## src/rtl/rotated_window_framebuffer_top_macros.svh

```systemverilog
// ---------------------------------------------------------------------------
// Rotated window frame buffer: assertion macros
// Assertions sample on clk and are disabled while rst_n is low.
// ---------------------------------------------------------------------------
`ifndef ROTATED_WINDOW_FRAMEBUFFER_TOP_MACROS_SVH
`define ROTATED_WINDOW_FRAMEBUFFER_TOP_MACROS_SVH

`ifndef SYNTH

// Same-cycle implication.
`define RWF_ASSERT_IMP(lbl, ante, cons) \
    lbl: assert property (@(posedge clk) disable iff (!rst_n) (ante) |-> (cons)) \
        else $error("rotated window frame buffer: assertion failed");

// Next-cycle implication.
`define RWF_ASSERT_NXT(lbl, ante, cons) \
    lbl: assert property (@(posedge clk) disable iff (!rst_n) (ante) |=> (cons)) \
        else $error("rotated window frame buffer: assertion failed");

`else

`define RWF_ASSERT_IMP(lbl, ante, cons)
`define RWF_ASSERT_NXT(lbl, ante, cons)

`endif

`endif

```

## src/rtl/rwf_pkg.sv

```systemverilog
// ---------------------------------------------------------------------------
// rwf_pkg
// Types and codes shared by the rotated window frame buffer modules.
// ---------------------------------------------------------------------------
`default_nettype none

package rwf_pkg;

    // Command codes carried in a request word.
    localparam logic [1:0] CMD_START_WRITE = 2'd0;
    localparam logic [1:0] CMD_WRITE_PIXEL = 2'd1;
    localparam logic [1:0] CMD_START_READ  = 2'd2;
    localparam logic [1:0] CMD_READ_PIXEL  = 2'd3;

    // Orientation codes.
    localparam logic [1:0] ORIENT_0   = 2'd0;
    localparam logic [1:0] ORIENT_90  = 2'd1;
    localparam logic [1:0] ORIENT_180 = 2'd2;
    localparam logic [1:0] ORIENT_270 = 2'd3;

    // Register indexes on the configuration port.
    localparam logic REG_ORIENTATION = 1'b0;

    typedef struct packed {
        logic [1:0]  cmd;
        logic [7:0]  win_x;
        logic [7:0]  win_y;
        logic [7:0]  win_width;
        logic [7:0]  win_height;
        logic [15:0] pixel_in;
    } rwf_req_t;

    typedef struct packed {
        logic [15:0] pixel_out;
        logic        out_of_range;
    } rwf_rsp_t;

    // Window origin and size as latched by a start command.
    typedef struct packed {
        logic [7:0] x;
        logic [7:0] y;
        logic [7:0] width;
        logic [7:0] height;
    } rwf_win_t;

    // Logical cursor position.
    typedef struct packed {
        logic [7:0] col;
        logic [7:0] row;
    } rwf_pos_t;

    typedef enum logic [1:0] {
        ST_CLEAR,
        ST_READY,
        ST_FETCH
    } rwf_state_t;

endpackage

`default_nettype wire

```

## src/rtl/rwf_addr_map.sv

```systemverilog
// ---------------------------------------------------------------------------
// rwf_addr_map
// Maps a logical cursor position through the selected rotation to a
// physical row-major address, and flags positions off the logical screen.
// ---------------------------------------------------------------------------
`default_nettype none

module rwf_addr_map #(
    parameter int SCREEN_WIDTH  = 135,
    parameter int SCREEN_HEIGHT = 240,
    parameter int ADDR_W        = 15
) (
    input  wire logic [1:0]        orientation,
    input  wire rwf_pkg::rwf_pos_t pos,
    output logic [ADDR_W-1:0]      addr,
    output logic                   in_range
);
    import rwf_pkg::*;

    localparam logic [7:0] SW8 = 8'(SCREEN_WIDTH);
    localparam logic [7:0] SH8 = 8'(SCREEN_HEIGHT);

    logic [7:0]  lw;
    logic [7:0]  lh;
    logic [7:0]  phys_row;
    logic [7:0]  phys_col;
    logic [16:0] row_base;
    logic [16:0] lin_addr;

    always_comb
    begin
        // Quarter turns swap the logical width and height.
        lw = orientation[0] ? SH8 : SW8;
        lh = orientation[0] ? SW8 : SH8;
        case (orientation)
            ORIENT_0:
            begin
                phys_row = pos.row;
                phys_col = pos.col;
            end
            ORIENT_90:
            begin
                phys_row = SH8 - 8'd1 - pos.col;
                phys_col = pos.row;
            end
            ORIENT_180:
            begin
                phys_row = SH8 - 8'd1 - pos.row;
                phys_col = SW8 - 8'd1 - pos.col;
            end
            ORIENT_270:
            begin
                phys_row = pos.col;
                phys_col = SW8 - 8'd1 - pos.row;
            end
            default:
            begin
                phys_row = pos.row;
                phys_col = pos.col;
            end
        endcase
        row_base = 17'(phys_row) * 17'(SCREEN_WIDTH);
        lin_addr = row_base + 17'(phys_col);
    end

    assign in_range = (pos.col < lw) && (pos.row < lh);
    assign addr     = lin_addr[ADDR_W-1:0];

endmodule

`default_nettype wire
```

## config.mk

```make
export PLATFORM = sky130hd
export DESIGN_NAME = rwf_addr_map
export DESIGN_NICKNAME = d
export VERILOG_FILES = /design/src/rtl/rotated_window_framebuffer_top_macros.svh /design/src/rtl/rwf_pkg.sv /design/src/rtl/rwf_addr_map.sv
export SDC_FILE = /design/constraint.sdc
export NUM_CORES = 1
export LEC_CHECK = 0
export ABC_AREA = 1
export BUFFER_PORTS_ARGS = -buffer_cell sky130_fd_sc_hd__buf_2
export CAP_MARGIN = 20
export CORE_ASPECT_RATIO = 0.7
export CORE_MARGIN = 2
export CORE_UTILIZATION = 55
export DETAILED_ROUTE_END_ITERATION = 7
export GPL_ROUTABILITY_DRIVEN = 0
export PLACE_DENSITY = 0.88
export SYNTH_ARGS = -nofsm -noshare
export SYNTH_HDL_FRONTEND = slang
export SYNTH_SLANG_ARGS = --single-unit
```

## constraint.sdc

```tcl
create_clock -name vclk -period 4.7
set_input_delay 0 -clock vclk [all_inputs]
set_output_delay 0 -clock vclk [all_outputs]
set_load 0.03 [all_outputs]
```

==> impl_results.rst <==
.. list-table::
   :header-rows: 1

   * - Metric
     - Value
   * - Router iterations before antenna repair
     - 6
   * - Area of the core region
     - roughly 3600 um^2
   * - Final critical path time including I/O delays and setup
     - approximately 4.4 ns
   * - Number of global-route vias before repair
     - ~1800
   * - # nets final
     - between 400 and 500
   * - Layout cell share with drive strength beyond 1
     - 0.1547
   * - Number of hold-repair buffers added at the cts stage
     - 0
   * - Crit path largest cell delay
     - ~0.56 ns
   * - Area growth, synth to finish
     - 12.36%
   * - Initial drt markers
     - roughly 140
   * - Post-DRT Antenna Nets
     - 0
   * - Critical Path End Type
     - primary output
   * - Clock buffer count
     - 0
   * - Number of port buffers
     - 34
   * - Initial cell density of the core
     - 0.5825
   * - First-pass GRT wire length
     - about 7700 um
   * - Average vias per placed instance
     - around 5.3
   * - Chip Height
     - between 50 and 60 um
   * - Top cell type by total area after synthesis
     - sky130_fd_sc_hd__ha_1
   * - Number of design rule violations left after detail routing
     - 0
   * - Dominant delay contributor by cell family on the critical path
     - adder cells
   * - Global Route Usage Sum
     - 0.2073
   * - Proportion of netlist area held by the largest area contributor
     - 0.2699
   * - Number of sequential cells in the layout
     - 0
   * - Arr. time, crit path
     - ~4.4 ns
   * - Min setup slack post-route
     - 0.3116 ns
   * - Total of max-cap violations
     - 0
   * - Worst setup timing slack at the placement stage
     - around 0.27 ns
   * - Largest fanout on the critical path
     - 11
   * - Pin count of the biggest net entering global routing
     - 23
   * - Cell occurring most often along the worst timing path
     - sky130_fd_sc_hd__ha_1
   * - GRT Residual Overflow
     - 0
   * - Synth area leaders
     - sky130_fd_sc_hd__ha_1 27%, sky130_fd_sc_hd__fa_1 15%, sky130_fd_sc_hd__inv_1 13%, sky130_fd_sc_hd__nand2_1 10%, sky130_fd_sc_hd__xor2_1 5.0%
   * - Worst slew margin relative to its limit
     - 0.7415
   * - Utilization after layout
     - 0.6544
   * - Hold violation total from the final report
     - 0
   * - Upper clock frequency limit
     - ~230 MHz
   * - Number of cell rows
     - 18
   * - Startpoint types
     - input pin
   * - Total of warnings raised by yosys
     - 0
   * - Number of pins with negative max-slew slack in the final report
     - 0
   * - Overall via count from detail_route
     - between 2000 and 2500
   * - Total wire length
     - 4472 um
   * - Critical-path cell list
     - buf_2, inv_4, nand2_2, nand2_1, nand2_1, ha_1, a211oi_1, a21oi_1, fa_1, inv_1, ha_1, ha_1, inv_1, fa_1, inv_1, ha_1, a21oi_2, o21ai_0, a21oi_1, o21ai_0, xor2_1, clkbuf_4
   * - Number of antenna repair diodes
     - 0
   * - Buf+Inv Stages, Crit Path
     - 6
   * - Per-cell routed wire length
     - about 11 um
   * - Number of unique standard cell types used by synthesis
     - 27
   * - Class of the most critical setup path
     - in -> out
   * - Count of mapped cells out of synthesis
     - 315
   * - Min-Delay Path Class
     - in -> out
   * - Post-synthesis cell area
     - 2086 um^2
   * - Boundary pin count
     - 34
   * - Slowest cell on the critical path
     - sky130_fd_sc_hd__fa_1
   * - Floorplan die area
     - around 4300 um^2
   * - Sequential share of the synthesized area
     - 0
   * - Final worst path period share
     - 0.9337
   * - X dimension of the die
     - just under 80 um
   * - Initial antenna violation count
     - 0
   * - Seq. cell area
     - 0 um^2
   * - Synth Area per Inst
     - roughly 6.6 um^2
   * - Post-CTS setup buffers
     - 0
   * - Worst-margin pin slew
     - 0.3878 ns
   * - Status
     - finished clean
   * - # setup viols final
     - 0
   * - Required time of the worst setup path
     - ~4.7 ns
   * - Half-perimeter wire length after detailed placement
     - a little under 4000 um
   * - Post-Syn Nets
     - ~390
## layer usage
metal  GRT usage  up-vias  wire [um]
met5           0        -          0
met4     0.01531        0         36
met3    0.004902        4        235
met2      0.3313       62       1936
met1      0.3229      962       2263
li1            -     1081          -
## worst paths after layout
| kind | start | end | slack [ns] | cells past startpoint |
|---|---|---|---|---|
| worst min-delay path | pos[7] | in_range | 0.49 | 5 |
| worst max-delay path | orientation[0] | addr[11] | 0.31 | 22 |
## repair_timing
action,4_1_cts,5_1_grt
setup endpoints to repair,0,1
endpoints found under the hold margin,0,0
resized for setup,0,4
## area by class of cell
class                      count  area [um^2]
multi-input combinational    232         1775
fill                         324         1237
inverter                      78        295.3
timing repair buffer          39        210.2
tap                           50        62.56
## synth_stat cells
master,count
sky130_fd_sc_hd__inv_1,74
sky130_fd_sc_hd__a211oi_1,1
sky130_fd_sc_hd__or2_2,2
sky130_fd_sc_hd__o211ai_1,3
sky130_fd_sc_hd__xor2_1,12
sky130_fd_sc_hd__o22ai_1,4
sky130_fd_sc_hd__buf_2,3
sky130_fd_sc_hd__a21oi_1,19
sky130_fd_sc_hd__o21a_1,1
sky130_fd_sc_hd__ha_1,45
sky130_fd_sc_hd__o221ai_1,2
sky130_fd_sc_hd__clkbuf_1,1
sky130_fd_sc_hd__inv_2,4
sky130_fd_sc_hd__o21ai_0,12
sky130_fd_sc_hd__nor2_2,1
sky130_fd_sc_hd__xnor2_1,3
sky130_fd_sc_hd__nor2_1,16
sky130_fd_sc_hd__nand3_1,16
sky130_fd_sc_hd__o21ai_2,4
sky130_fd_sc_hd__o21bai_1,3
sky130_fd_sc_hd__nand4_1,6
sky130_fd_sc_hd__nand2_2,3
sky130_fd_sc_hd__buf_4,1
sky130_fd_sc_hd__nand2_1,57
sky130_fd_sc_hd__o21ai_1,5
sky130_fd_sc_hd__nor3_1,1
sky130_fd_sc_hd__fa_1,16
## metrics by stage
step	instances	TNS (ns)	hold slack (ns)	instance area [um^2]
after floorplan	315	0	0.2186	2086
after global placement	399	0	0.4893	2330
after detailed placement	399	0	0.4950	2330
after CTS	399	0	0.4980	2330
after global routing	399	-0.002724	0.5410	2344
final	399	0	0.4937	2344
## cells in the final DEF, fill, tap and decap left out, drive strengths merged, types with 2 or more instances in the layout
cell type and instances:
buf 38, xor2 12, ha 45, o22ai 4, o211ai 3, nand2 60
xnor2 3, o21bai 3, or2 2, inv 78, o221ai 2, nand4 6
a21oi 19, o21ai 21, nor2 17, fa 16, nand3 16
## kinds of logic (layout without fill, tap and decap cells)
family	count (synthesis)	in the layout	share of synthesized area
AOI/OAI and AO/OA	54	54	0.1524
xor gates and xnor gates	15	15	0.06299
and+or+nand+nor	102	102	0.2082
buffers and inverters	83	117	0.1530
adders and majority gates	61	61	0.4235
Power is left out: the tool's default activity adds up to more than one toggle a clock period on the data nets, which glitch-free logic cannot reach.
