File: config.mk
export PLATFORM = sky130hd
export DESIGN_NAME = rwf_cursor
export DESIGN_NICKNAME = d
export VERILOG_FILES = /design/src/rtl/rotated_window_framebuffer_top_macros.svh /design/src/rtl/rwf_pkg.sv /design/src/rtl/rwf_cursor.sv
export SDC_FILE = /design/constraint.sdc
export NUM_CORES = 1
export LEC_CHECK = 0
export CORE_ASPECT_RATIO = 0.9
export CORE_MARGIN = 2
export CORE_UTILIZATION = 55
export DETAILED_ROUTE_END_ITERATION = 10
export DONT_BUFFER_PORTS = 1
export PLACE_DENSITY = 0.71
export SLEW_MARGIN = 40
export SYNTH_ARGS = -nofsm -noshare
export SYNTH_HDL_FRONTEND = slang
export SYNTH_SLANG_ARGS = --single-unit
export TNS_END_PERCENT = 100
File: constraint.sdc
create_clock -name clk -period 2.4 [get_ports clk]
set_input_delay 0.24 -clock clk [delete_from_list [all_inputs] [get_ports clk]]
set_output_delay 0.24 -clock clk [all_outputs]
set_load 0.02 [all_outputs]
File: src/rtl/rotated_window_framebuffer_top_macros.svh
// ---------------------------------------------------------------------------
// Rotated window frame buffer: assertion macros
// Assertions sample on clk and are disabled while rst_n is low.
// ---------------------------------------------------------------------------
`ifndef ROTATED_WINDOW_FRAMEBUFFER_TOP_MACROS_SVH
`define ROTATED_WINDOW_FRAMEBUFFER_TOP_MACROS_SVH

`ifndef SYNTH

// Same-cycle implication.
`define RWF_ASSERT_IMP(lbl, ante, cons) \
    lbl: assert property (@(posedge clk) disable iff (!rst_n) (ante) |-> (cons)) \
        else $error("rotated window frame buffer: assertion failed");

// Next-cycle implication.
`define RWF_ASSERT_NXT(lbl, ante, cons) \
    lbl: assert property (@(posedge clk) disable iff (!rst_n) (ante) |=> (cons)) \
        else $error("rotated window frame buffer: assertion failed");

`else

`define RWF_ASSERT_IMP(lbl, ante, cons)
`define RWF_ASSERT_NXT(lbl, ante, cons)

`endif

`endif

File: src/rtl/rwf_pkg.sv
// ---------------------------------------------------------------------------
// rwf_pkg
// Types and codes shared by the rotated window frame buffer modules.
// ---------------------------------------------------------------------------
`default_nettype none

package rwf_pkg;

    // Command codes carried in a request word.
    localparam logic [1:0] CMD_START_WRITE = 2'd0;
    localparam logic [1:0] CMD_WRITE_PIXEL = 2'd1;
    localparam logic [1:0] CMD_START_READ  = 2'd2;
    localparam logic [1:0] CMD_READ_PIXEL  = 2'd3;

    // Orientation codes.
    localparam logic [1:0] ORIENT_0   = 2'd0;
    localparam logic [1:0] ORIENT_90  = 2'd1;
    localparam logic [1:0] ORIENT_180 = 2'd2;
    localparam logic [1:0] ORIENT_270 = 2'd3;

    // Register indexes on the configuration port.
    localparam logic REG_ORIENTATION = 1'b0;

    typedef struct packed {
        logic [1:0]  cmd;
        logic [7:0]  win_x;
        logic [7:0]  win_y;
        logic [7:0]  win_width;
        logic [7:0]  win_height;
        logic [15:0] pixel_in;
    } rwf_req_t;

    typedef struct packed {
        logic [15:0] pixel_out;
        logic        out_of_range;
    } rwf_rsp_t;

    // Window origin and size as latched by a start command.
    typedef struct packed {
        logic [7:0] x;
        logic [7:0] y;
        logic [7:0] width;
        logic [7:0] height;
    } rwf_win_t;

    // Logical cursor position.
    typedef struct packed {
        logic [7:0] col;
        logic [7:0] row;
    } rwf_pos_t;

    typedef enum logic [1:0] {
        ST_CLEAR,
        ST_READY,
        ST_FETCH
    } rwf_state_t;

endpackage

`default_nettype wire

File: src/rtl/rwf_cursor.sv
// ---------------------------------------------------------------------------
// rwf_cursor
// Window cursor: latches a window on start and walks it row by row,
// wrapping to the origin after the last row.
// ---------------------------------------------------------------------------
`default_nettype none

module rwf_cursor (
    input  wire logic               clk,
    input  wire logic               rst_n,
    input  wire logic               start,
    input  wire logic               advance,
    input  wire rwf_pkg::rwf_win_t  start_win,
    output rwf_pkg::rwf_pos_t       pos
);
    import rwf_pkg::*;

    rwf_win_t   origin_reg;
    rwf_win_t   origin_next;
    rwf_pos_t   pos_reg;
    rwf_pos_t   pos_next;
    logic [7:0] cols_left_reg;
    logic [7:0] cols_left_next;
    logic [7:0] rows_left_reg;
    logic [7:0] rows_left_next;

    always_comb
    begin
        origin_next    = origin_reg;
        pos_next       = pos_reg;
        cols_left_next = cols_left_reg;
        rows_left_next = rows_left_reg;
        if (start)
        begin
            origin_next    = start_win;
            pos_next.col   = start_win.x;
            pos_next.row   = start_win.y;
            cols_left_next = start_win.width;
            rows_left_next = start_win.height;
        end
        else if (advance)
        begin
            pos_next.col   = pos_reg.col + 8'd1;
            cols_left_next = cols_left_reg - 8'd1;
            // A count of zero means 256, so only a count of one ends the row.
            if (cols_left_reg == 8'd1)
            begin
                pos_next.col   = origin_reg.x;
                cols_left_next = origin_reg.width;
                pos_next.row   = pos_reg.row + 8'd1;
                rows_left_next = rows_left_reg - 8'd1;
                if (rows_left_reg == 8'd1)
                begin
                    pos_next.row   = origin_reg.y;
                    rows_left_next = origin_reg.height;
                end
            end
        end
    end

    always_ff @(posedge clk or negedge rst_n)
    begin
        if (!rst_n)
        begin
            origin_reg    <= '0;
            pos_reg       <= '0;
            cols_left_reg <= '0;
            rows_left_reg <= '0;
        end
        else
        begin
            origin_reg    <= origin_next;
            pos_reg       <= pos_next;
            cols_left_reg <= cols_left_next;
            rows_left_reg <= rows_left_next;
        end
    end

    assign pos = pos_reg;

endmodule

`default_nettype wire

==> results of run 1 <==
[synth_stat cells, types with 3 or more instances]
library cell  number
a211oi_1           3
a21boi_0           3
a21oi_1           16
a22oi_1           12
a31oi_1            4
buf_1              6
buf_2              4
clkbuf_1           5
dfrtp_1           64
ha_1               6
inv_1             21
mux2_2            22
mux2i_1            5
nand2_1           28
nand3_1           10
nand4_1            3
nor2_1            19
nor2b_1            3
nor3_1            14
nor3b_1            4
o211ai_1           3
o21a_1             3
o21ai_0           28
o311ai_0           3
o31a_1             3
o31ai_1            5
xnor2_1            9
xor2_1             3
[final cells by class]
class / instances / share of cell area
clock buffers: 14 / 0.0478
repair buffers: 7 / 0.0203
inverters: 21 / 0.0206
flip-flops and latches: 64 / 0.419
clock inverters: 2 / 0.00917
multi-input cells: 247 / 0.454
well taps: 87 / 0.0285
[worst max-delay path, cell delays in order (launching register included)]
cell and delay, ps:
dfrtp_1 410, inv_1 90, ha_1 250, nor3b_2 480, nand2_4 210, mux2_2 330
o221a_2 230
[final timing paths]
kind	from	end	slack [ps]	cells after the start
worst max register to register	rows_left_reg[1]	rows_left_reg[4]	290	6
min in group asynchronous	rst_n	origin_reg[12]	420	2
worst min register to register	origin_reg[3]	origin_reg[3]	500	2
max in group asynchronous	rst_n	pos[1]	1680	2
worst max-delay path	rows_left_reg[1]	rows_left_reg[4]	290	6
worst min-delay path	start	origin_reg[12]	20	1
[timing repair]
item | 4_1_cts | 5_1_grt
setup buffers | 0 | 0
gates resized for setup | 0 | 1
endpoints found under the hold margin | 71 | 0
setup endpoints to repair | 0 | 1
hold buffers | 3 | 0
[cell families (layout without fill, tap and decap cells)]
kind of cell | count (synthesis) | count (layout)
simple gates | 101 | 101
compound gates | 101 | 101
mux | 27 | 27
buf+inv | 40 | 44
fa+ha+maj | 6 | 6
flops | 64 | 64
xor+xnor | 12 | 12
[placed cells by master (no fill, tap or decap), drive strengths merged, types with 9 or more instances in the layout]
master,count
dfrtp,64
nand2,29
o21ai,29
mux2,22
inv,21
nor2,20
a21oi,16
nor3,14
clkbuf,14
a22oi,12
nand3,10
xnor2,9
[power by group through the flow]
stage / clock network, mW / registers [mW] / logic [mW]
2_1_floorplan: 0 / 1.33 / 0.333
3_3_place_gp: 0 / 1.37 / 0.334
5_1_grt: 1.07 / 1.38 / 0.431
3_5_place_dp: 0 / 1.38 / 0.346
4_1_cts: 1.02 / 1.36 / 0.381
6_report: 1.00 / 1.36 / 0.379
[layer usage]
layer / part of all wire / global-route usage
met1: 0.46 / 0.353
met2: 0.47 / 0.364
met3: 0.071 / 0.0786
met4: 0.0056 / 0.0561
met5: 0 / 0
==> key figures, run 1 <==
Run status
  – Status: complete, no violations

Yosys
  – Synth Area in Compound Gates: 0.196
  – Seq/Total Area, Yosys: 0.456
  – Ys flop type: dfrtp_1
  – Top-area cell type share of the netlist area: 0.456
  – Unique masters post-synth: 60
  – Synthesized Nets: 393
  – Post-synth EDFFs: 0
  – Asr flop ratio synth: 1.00
  – FF+latch count, synth: 64
  – Yosys top cell by area: dfrtp_1
  – Post-Syn Area per Cell: 10.0 µm²
  – Multiplexer share of the synthesized area: 0.0849
  – Synth Area in Adders: 0.0214
  – Synth Area in XOR/XNOR: 0.0300
  – Simple-gate share of the synthesized area: 0.160
  – Synthesized cell area: 3510 µm²
  – Largest cells by area after synthesis: dfrtp_1 46%, mux2_2 7.1%, o21ai_0 4.0%
  – Synth Warn #: 0
  – Cells after Synth: 351
  – Largest family of logic cells by synthesized area: compound AO/OA/AOI/OAI gates

Global route
  – First-pass GRT wire length: 13300 µm
  – Antenna violations before repair: 0
  – Global Route Usage Sum: 0.246
  – Pin count of the biggest net entering global routing: 68
  – Vias in the first global route: 2609
  – GR Overflow Total: 0

Timing
  – Fmax: 473 MHz
  – Final WS setup: 287 ps
  – Fin crit share: 0.881
  – Setup tns final: 0 ps
  – Max transition margin: 0.578
  – Unrepaired setup endpoints after global routing: no
  – Hold WS: 18.7 ps
  – Final Skew: 5.74 ps
  – Final Max Slew Viols: 0
  – Least-Margin Pin Slew: 628 ps
  – Hold Fails Final Rpt: 0
  – Minimum clock period: 2110 ps
  – Final setup fails: 0

Setup path
  – Worst Path Max Fanout: 10
  – Startpoint Class: register
  – Crit Path Class: reg -> reg
  – Critical Path End Type: register
  – Critical path arrival: 2340 ps
  – Critical Path RT: 2630 ps

Finish
  – Fin cells: 442
  – Multi-input gate area: 1730 µm²
  – Max reg flops: 32
  – NumNets Final: 392
  – Post-route cell area: 3820 µm²
  – Util after Layout: 0.621
  – Fraction of layout cells with a size suffix above 1: 0.163
  – Synth-to-Final Area Change: 8.84%
  – Ant. Diodes: 0
  – Layout filler cell count: 521
  – Seq. cell area: 1600 µm²

Placement
  – Routability cong.: 0.823
  – Placed wire-length estimate: 5210 µm
  – Placed Area: 3550 µm²
  – Port bufs: 0
  – Pre-CTS WS: 270 ps
  – DP Cell Count: 423

Clock network
  – CTS buffer count: 9
  – CTS tree: built
  – CTS sink cnt: 64
  – CTS root buf: clkbuf_8
  – H-tree Lvls: 3
  – Clock Pin Slew Worst Setup and Hold Paths: 70 ps
  – Clk_lat worst skew: 340 ps
  – CTS max path bufs: 2

Route
  – DRC: 0
  – Number of DRC markers in iteration 0: 238
  – Vias: 2700
  – Routed len/inst: 18.2 µm
  – Final ANT Viol Nets: 0
  – Drt total wl: 8070 µm
  – Via density: 6.11
  – TritonRoute pass-1 iters: 4

Die
  – # IOs: 52
  – Row count: 27
  – Die H: 79.8 µm
  – CORE AREA: 6150 µm²
  – Die area: 7030 µm²
  – Initial Util: 0.571
  – Die X: 88.2 µm

Pwr
  – Total internal power: 1.97 mW
  – Total power: 2.74 mW
  – PwrDens: 717 nW/µm²
  – Clk pwr share: 0.365
  – Switching Share: 0.280
  – Sequential power share: 0.497
  – Psw: 0.767 mW
  – Combinational power share: 0.138
  – Leakage: 1.60 nW
  – Worst vdd ir: 0.479 mV

Min path
  – HP Class: in -> reg

Job
  – Max-Cap Viols: 0
(Power assumes the default switching activity.)
==> inputs of run 2 (changes only) <==
--- a/config.mk
+++ b/config.mk
@@ -5,6 +5,7 @@
 export SDC_FILE = /design/constraint.sdc
 export NUM_CORES = 1
 export LEC_CHECK = 0
+export ABC_AREA = 1
 export CORE_ASPECT_RATIO = 0.9
 export CORE_MARGIN = 2
 export CORE_UTILIZATION = 55
==> run 2 against run 1 <==
Maximum frequency up 20%. Critical path depth up 3. Clock power about the same. Clock skew up 2.1 ps. Die area up 0.24%. Power up 2.1%. Synthesized cell count up 32%. Count of clock-buffer cells in the layout down 4. Cell count up 25%. First-iteration DRC count down 20%. Critical path type unchanged. Critical endpoint is now pos[7]. Largest cell class unchanged.
==> key figures, run 2 <==
Clock network
  – Resized cells post-CTS: 0 (unchanged)
  – CTS sink cnt: 64 (unchanged)
  – CTS tree: built (unchanged)
  – CTS buffer count: 9 (unchanged)
  – Clk_lat worst skew: 350 ps (was 340 ps)
  – Postcts setup bufs: 0 (unchanged)
  – CTS max path bufs: 2 (unchanged)
  – H-tree Lvls: 3 (unchanged)
  – CTS root buf: clkbuf_8 (unchanged)
  – Clock Pin Slew Worst Setup and Hold Paths: 70 ps (about the same)

Yosys
  – Count leader, synth: nand2_1 (was dfrtp_1)
  – Asr flop ratio synth: 1.00 (unchanged)
  – Synthesized cell area: 3520 µm² (was 3510 µm²)
  – Synthesized Nets: 505 (was 393)
  – Top-area cell type share of the netlist area: 0.455 (was 0.456)
  – Synth Area in XOR/XNOR: 0.0149 (was 0.0300)
  – Synth Area in Adders: 0.0213 (was 0.0214)
  – Unique masters post-synth: 32 (was 60)
  – Synth top cells by count: 150 x nand2_1, 64 x dfrtp_1, 49 x inv_1, 37 x nand3_1, 33 x o21ai_0 (was 64 x dfrtp_1, 28 x nand2_1, 28 x o21ai_0, 22 x mux2_2, 21 x inv_1)
  – Simple-gate share of the synthesized area: 0.299 (was 0.160)
  – Multiplexer share of the synthesized area: 0 (was 0.0849)
  – Cells after Synth: 463 (was 351)
  – Largest cells by area after synthesis: dfrtp_1 46%, nand2_1 16%, nand3_1 5.3% (was dfrtp_1 46%, mux2_2 7.1%, o21ai_0 4.0%)
  – Yosys top cell by area: dfrtp_1 (unchanged)
  – Largest family of logic cells by synthesized area: simple AND/OR/NAND/NOR gates (was compound AO/OA/AOI/OAI gates)
  – Seq/Total Area, Yosys: 0.455 (was 0.456)
  – Post-synth EDFFs: 0 (unchanged)
  – Synth Warn #: 0 (unchanged)
  – Synth Area in Compound Gates: 0.123 (was 0.196)
  – Post-Syn Area per Cell: 7.60 µm² (was 10.0 µm²)
  – Ys flop type: dfrtp_1 (unchanged)
  – FF+latch count, synth: 64 (unchanged)

Setup path
  – Worst r2r src: cols_left_reg[1] (was rows_left_reg[1])
  – Critical path arrival: 2040 ps (was 2340 ps)
  – CP dominant cell by count: nand2_1
  – Reg-to-Reg End: pos[7] (was rows_left_reg[4])
  – Critical Path RT: 2680 ps (was 2630 ps)
  – Crit Path Class: reg -> reg (unchanged)
  – Critical path destination: pos[7] (was rows_left_reg[4])
  – Worst Path Max Fanout: 21 (was 10)
  – R2R cell count: 9 (was 6)
  – Reg2reg setup slack: 650 ps (was 290 ps)
  – Crit-path cells: inv_1, ha_1, nand2_1, nor2_2, nand2_4, nor2_4, o21a_1, nand2_1, nand2_1 (was inv_1, ha_1, nor3b_2, nand2_4, mux2_2, o221a_2)
  – Worst Setup SP: cols_left_reg[1] (was rows_left_reg[1])
  – Slowest cell on crit path: dfrtp_1 (was nor3b_2)
  – Max incr delay on CP: 400 ps (was 480 ps)
  – Critical Path End Type: register (unchanged)
  – Startpoint Class: register (unchanged)

Die
  – Die X: 88.3 µm (was 88.2 µm)
  – CORE AREA: 6150 µm² (unchanged)
  – Die H: 79.9 µm (was 79.8 µm)
  – Row count: 27 (unchanged)
  – Initial Util: 0.572 (was 0.571)
  – # IOs: 52 (unchanged)
  – Die area: 7050 µm² (was 7030 µm²)

Pwr
  – Sequential power share: 0.482 (was 0.497)
  – Combinational power share: 0.148 (was 0.138)
  – Total internal power: 1.96 mW (was 1.97 mW)
  – Worst vdd ir: 0.434 mV (was 0.479 mV)
  – Psw: 0.834 mW (was 0.767 mW)
  – Leakage: 1.99 nW (was 1.60 nW)
  – PwrDens: 736 nW/µm² (was 717 nW/µm²)
  – Total power: 2.80 mW (was 2.74 mW)
  – Switching Share: 0.298 (was 0.280)
  – Clk pwr share: 0.370 (was 0.365)

Route
  – Met3 Wirelength: 473 µm (was 575 µm)
  – Met2 routed WL: 3540 µm (was 3770 µm)
  – Vias: 2886 (was 2700)
  – Routed len/inst: 13.8 µm (was 18.2 µm)
  – Number of DRC markers in iteration 0: 190 (was 238)
  – Final ANT Viol Nets: 0 (unchanged)
  – DR top layer: met4 (unchanged)
  – DRC: 0 (unchanged)
  – TritonRoute pass-1 iters: 4 (unchanged)
  – Wl on met1: 3530 µm (was 3680 µm)
  – Drt total wl: 7620 µm (was 8070 µm)
  – Via density: 5.21 (was 6.11)

Finish
  – Max reg flops: 32 (unchanged)
  – Layout filler cell count: 594 (was 521)
  – Most frequent cells in the layout: 150 x nand2_1, 64 x dfrtp_1, 49 x inv_1 (was 64 x dfrtp_1, 28 x nand2_1, 28 x o21ai_0)
  – Commonest non-fill, non-tap cell in the layout: nand2_1 (was dfrtp_1)
  – Seq. cell area: 1600 µm² (unchanged)
  – Ant. Diodes: 0 (unchanged)
  – Multi-input gate area: 1610 µm² (was 1730 µm²)
  – Util after Layout: 0.618 (was 0.621)
  – Fin cells: 554 (was 442)
  – NumNets Final: 504 (was 392)
  – Synth-to-Final Area Change: 7.97% (was 8.84%)
  – Fraction of layout cells with a size suffix above 1: 0.0771 (was 0.163)

Global route
  – Vias in the first global route: 2780 (was 2609)
  – Pin count of the biggest net entering global routing: 65 (was 68)
  – Global Route Usage Sum: 0.237 (was 0.246)
  – GR Overflow Total: 0 (unchanged)
  – First-pass GRT wire length: 12900 µm (was 13300 µm)
  – Antenna violations before repair: 0 (unchanged)

Timing
  – Final Skew: 7.86 ps (was 5.74 ps)
  – Hold Fails Final Rpt: 0 (unchanged)
  – Unrepaired setup endpoints after global routing: no (unchanged)
  – Final WS setup: 645 ps (was 287 ps)
  – Final setup fails: 0 (unchanged)
  – Least-Margin Pin Slew: 551 ps (was 628 ps)
  – Fmax: 570 MHz (was 473 MHz)
  – Final Max Slew Viols: 0 (unchanged)
  – Minimum clock period: 1750 ps (was 2110 ps)
  – Fin crit share: 0.731 (was 0.881)
  – Max transition margin: 0.633 (was 0.578)
  – Setup tns final: 0 ps (unchanged)

Min path
  – HP Class: in -> reg (unchanged)
  – Worst hold path depth: 1 (unchanged)

Placement
  – Routability cong.: 0.803 (was 0.823)
  – Port bufs: 0 (unchanged)
  – Pre-CTS WS: 688 ps (was 270 ps)
  – DP Cell Count: 535 (was 423)
  – Placed wire-length estimate: 5000 µm (was 5210 µm)

Run status
  – Status: complete, no violations (unchanged)

Job
  – Max-Cap Viols: 0 (unchanged)
run 2: cell types whose count changed in the layout (fill, tap and decap cells not counted), sizes merged, moves of 6 or more:
cell    previous run  this run
nand2             29       155
nand3             10        38
xnor2              9         1
inv               21        55
o21ai             29        39
nor2              20        37
nor3b              6         0
a22oi             12         0
mux2              22         0
nor3              14         2
o211ai             3         9
run 2: worst min-delay path by stage:
stage               startpoint               end  slack, ps
finish                   start     origin_reg[0]          6
global route             start     origin_reg[5]          1
CTS                      start    origin_reg[29]          1
detailed placement       rst_n    origin_reg[15]        -50
global placement         rst_n    origin_reg[15]        -50
floorplan                rst_n  cols_left_reg[0]        -60
run 2: layout make-up:
class / count / share of cell area
clock buffer: 10 / 0.0362
clock inverter: 6 / 0.0217
inverter: 55 / 0.0544
multi-input combinational: 329 / 0.425
sequential: 64 / 0.422
tap: 87 / 0.0287
timing repair buffer: 3 / 0.0125
run 2: per-layer routing:
metal | global-route usage | vias up
met5 | 0 | -
met4 | 0.0606 | 0
met3 | 0.0745 | 9
met2 | 0.377 | 60
met1 | 0.314 | 1345
li1 | - | 1472
run 2: cells by family after synthesis:
kind of cell	count (synthesis)
compound gates	76
xor+xnor	6
fa+ha+maj	6
buf+inv	70
flops	64
simple gates	241
run 2: power by group through the flow:
stage | Clock [mW] | Combinational [mW] | Sequential, mW
global route | 1.10 | 0.483 | 1.37
global placement | 0 | 0.373 | 1.36
floorplan | 0 | 0.338 | 1.34
finish | 1.03 | 0.413 | 1.35
CTS | 1.05 | 0.416 | 1.35
detailed placement | 0 | 0.383 | 1.37
run 2: timing repair:
action	CTS	global route
hold endpoints to repair	64	2
hold buffers	2	1
setup endpoints to repair	0	0
run 2: per-stage QoR:
step	hold slack (ps)	cell area (µm²)
after floorplan	-55.6	3520
after global placement	-53.5	3530
after detailed placement	-53.3	3530
after CTS	1.25	3790
after global routing	1.42	3800
final	5.77	3800
run 2: worst max-delay path: cells and delay by family (launching register included):
kind / cells / cell delay, ps
AND/OR/NAND/NOR: 6 / 880
AO/OA/AOI/OAI: 1 / 170
buffers and inverters: 1 / 90
adder cells (fa/ha/maj): 1 / 140
flip-flops: 1 / 400
==> inputs of run 3 (changes only) <==
--- a/config.mk
+++ b/config.mk
@@ -5,13 +5,13 @@
 export SDC_FILE = /design/constraint.sdc
 export NUM_CORES = 1
 export LEC_CHECK = 0
-export ABC_AREA = 1
+export ABC_AREA = 0
 export CORE_ASPECT_RATIO = 0.9
 export CORE_MARGIN = 2
 export CORE_UTILIZATION = 55
 export DETAILED_ROUTE_END_ITERATION = 10
 export DONT_BUFFER_PORTS = 1
-export PLACE_DENSITY = 0.71
+export PLACE_DENSITY = 0.74
 export SLEW_MARGIN = 40
 export SYNTH_ARGS = -nofsm -noshare
 export SYNTH_HDL_FRONTEND = slang
==> constraint.sdc (replaced) <==
create_clock -name clk -period 1.5 [get_ports clk]
set_input_delay 0.15 -clock clk [delete_from_list [all_inputs] [get_ports clk]]
set_output_delay 0.15 -clock clk [all_outputs]
set_load 0.02 [all_outputs]
==> run 3 against run 2 <==
The run now ends with hold timing, setup timing left. Wire length rose by 69%. Die area fell by 0.24%. Combinational power rose to 3.2 times the previous value. Worst hold slack got worse by 540 ps. Register-to-register slack got worse by 1000 ps. Cell count fell by 3.1%.
==> key figures, run 3 (synthesis results as in run 1) <==
Setup path
  – Reg2reg setup slack: -370 ps (was 650 ps)
  – Critical Path RT: 1760 ps (was 2680 ps)
  – Crit Path Class: reg -> reg (unchanged)
  – Worst r2r src: cols_left_reg[1] (unchanged)
  – Critical Path End Type: register (unchanged)
  – Reg-to-Reg End: cols_left_reg[2] (was pos[7])
  – Startpoint Class: register (unchanged)
  – Critical path arrival: 2130 ps (was 2040 ps)
  – R2R cell count: 7 (was 9)
  – Worst Path Max Fanout: 8 (was 21)

Finish
  – Ant. Diodes: 0 (unchanged)
  – Layout filler cell count: 342 (was 594)
  – Multi-input gate area: 2100 µm² (was 1610 µm²)
  – Fraction of layout cells with a size suffix above 1: 0.367 (was 0.0771)
  – Commonest non-fill, non-tap cell in the layout: dfrtp_1 (was nand2_1)
  – NumNets Final: 487 (was 504)
  – Max reg flops: 32 (unchanged)
  – Most frequent cells in the layout: 64 x dfrtp_1, 45 x buf_4, 40 x dlygate4sd3_1 (was 150 x nand2_1, 64 x dfrtp_1, 49 x inv_1)
  – Seq. cell area: 1600 µm² (unchanged)
  – Util after Layout: 0.823 (was 0.618)
  – Synth-to-Final Area Change: 44.3% (was 7.97%)

Route
  – Vias: 3615 (was 2886)
  – Number of DRC markers in iteration 0: 453 (was 190)
  – Drt total wl: 12900 µm (was 7620 µm)
  – Via density: 6.73 (was 5.21)
  – Final ANT Viol Nets: 0 (unchanged)
  – Routed len/inst: 24.0 µm (was 13.8 µm)
  – TritonRoute pass-1 iters: 9 (was 4)
  – DRC: 0 (unchanged)

Timing
  – Max transition margin: 0.635 (was 0.633)
  – Unrepaired setup endpoints after global routing: yes (was no)
  – Final Max Slew Viols: 0 (unchanged)
  – Final Skew: 12.0 ps (was 7.86 ps)
  – Fin crit share: 1.25 (was 0.731)
  – Least-Margin Pin Slew: 548 ps (was 551 ps)
  – Hold WS: -531 ps (was 5.77 ps)
  – Fmax: 535 MHz (was 570 MHz)
  – Minimum clock period: 1870 ps (was 1750 ps)
  – Hold Fails Final Rpt: 65 (was 0)
  – Final WS setup: -369 ps (was 645 ps)
  – Final setup fails: 32 (was 0)

Job
  – Max-Cap Viols: 0 (unchanged)

Die
  – Die X: 88.2 µm (was 88.3 µm)
  – Initial Util: 0.571 (was 0.572)
  – CORE AREA: 6150 µm² (unchanged)
  – Row count: 27 (unchanged)
  – Die area: 7030 µm² (was 7050 µm²)
  – # IOs: 52 (unchanged)
  – Die H: 79.8 µm (was 79.9 µm)

Global route
  – Vias in the first global route: 3484 (was 2780)
  – GR Overflow Total: 0 (unchanged)
  – Antenna violations before repair: 0 (unchanged)
  – Global Route Usage Sum: 0.348 (was 0.237)
  – First-pass GRT wire length: 18300 µm (was 12900 µm)
  – Pin count of the biggest net entering global routing: 65 (unchanged)

Clock network
  – Clock Pin Slew Worst Setup and Hold Paths: 90 ps (was 70 ps)
  – CTS buffer count: 9 (unchanged)
  – Clk_lat worst skew: 370 ps (was 350 ps)
  – CTS max path bufs: 2 (unchanged)
  – CTS tree: built (unchanged)
  – H-tree Lvls: 3 (unchanged)
  – CTS root buf: clkbuf_8 (unchanged)
  – CTS sink cnt: 64 (unchanged)
  – # hold bufs at CTS: 41 (was 2)

Min path
  – HP Class: in -> async (was in -> reg)

Pwr
  – Total power: 4.97 mW (was 2.80 mW)
  – Leakage: 2.11 nW (was 1.99 nW)
  – Total internal power: 3.30 mW (was 1.96 mW)
  – Psw: 1.67 mW (was 0.834 mW)
  – Combinational power share: 0.269 (was 0.148)
  – Clk pwr share: 0.312 (was 0.370)
  – PwrDens: 982 nW/µm² (was 736 nW/µm²)
  – Sequential power share: 0.419 (was 0.482)
  – Switching Share: 0.336 (was 0.298)
  – Worst vdd ir: 0.756 mV (was 0.434 mV)

Placement
  – Port bufs: 0 (unchanged)
  – Placed wire-length estimate: 5810 µm (was 5000 µm)
  – Routability cong.: 0.859 (was 0.803)
  – Pre-CTS WS: -208 ps (was 688 ps)

Run status
  – Status: finished with violations (was complete, no violations)
  – Failing checks: hold timing, setup timing
## run 3: changes by cell type in the layout (fill, tap and decap cells not counted), moves of 8 or more
cell           change
a22oi_1            +8
buf_4             +45
buf_6             +11
dlygate4sd3_1     +38
inv_1             -31
mux2_2            +21
nand2_1          -123
nand3_1           -30
nor2_1            -21
nor3_1             +8
o21ai_0           -20
xnor2_1            +8
## run 3: area by class of cell
class	instances	share of cell area
clock inverter	7	0.0143
multi-input combinational	248	0.415
inverter	21	0.0156
clock buffer	9	0.0245
sequential	64	0.316
tap	87	0.0215
timing repair buffer	101	0.193
## run 3: how the worst max path moves through the flow
| stage | start | to | cells past startpoint |
|---|---|---|---|
| global placement | cols_left_reg[1] | rows_left_reg[5] | 7 |
| finish | cols_left_reg[1] | cols_left_reg[2] | 7 |
| global route | cols_left_reg[1] | cols_left_reg[2] | 7 |
| detailed placement | rows_left_reg[1] | rows_left_reg[3] | 6 |
| floorplan | cols_left_reg[3] | pos[1] | 6 |
| CTS | rows_left_reg[1] | rows_left_reg[3] | 6 |
## run 3: worst max-delay path, stage by stage, from the launching register on
cell      delay, ps
dfrtp_1         400
inv_2           100
ha_4            150
nor3b_4         250
buf_6           210
and2_4          290
nor2_1          100
o311ai_1        270
## run 3: metrics by stage
stage | TNS, ps | instances | instance area, µm²
CTS | -2540 | 534 | 4830
detailed placement | -3020 | 472 | 3960
global placement | -1830 | 472 | 3960
floorplan | -2720 | 351 | 3550
finish | -8030 | 537 | 5060
global route | -9110 | 537 | 5060
## run 3: timing repair
item	CTS	global route
pin swaps	17	16
gates cloned	3	0
endpoints found under the setup margin	30	32
setup buffers	3	4
gates resized for setup	44	48
hold endpoints to repair	122	64
## run 3: layer usage
metal  global-route usage  routed length (µm)  vias to the layer above
li1                     -                   -                     1472
met1                0.454                4700                     1734
met2                0.526                5750                      311
met3                0.104                1510                       98
met4                0.168                 904                        0
met5                    0                   0                        -
## run 3: power by group through the flow
stage               registers (mW)  clock network, mW  logic (mW)
floorplan                     2.13                  0       0.550
CTS                           2.05               1.52        1.09
detailed placement            2.08                  0       0.878
global route                  2.10               1.61        1.40
global placement              2.07                  0       0.856
finish                        2.08               1.55        1.34
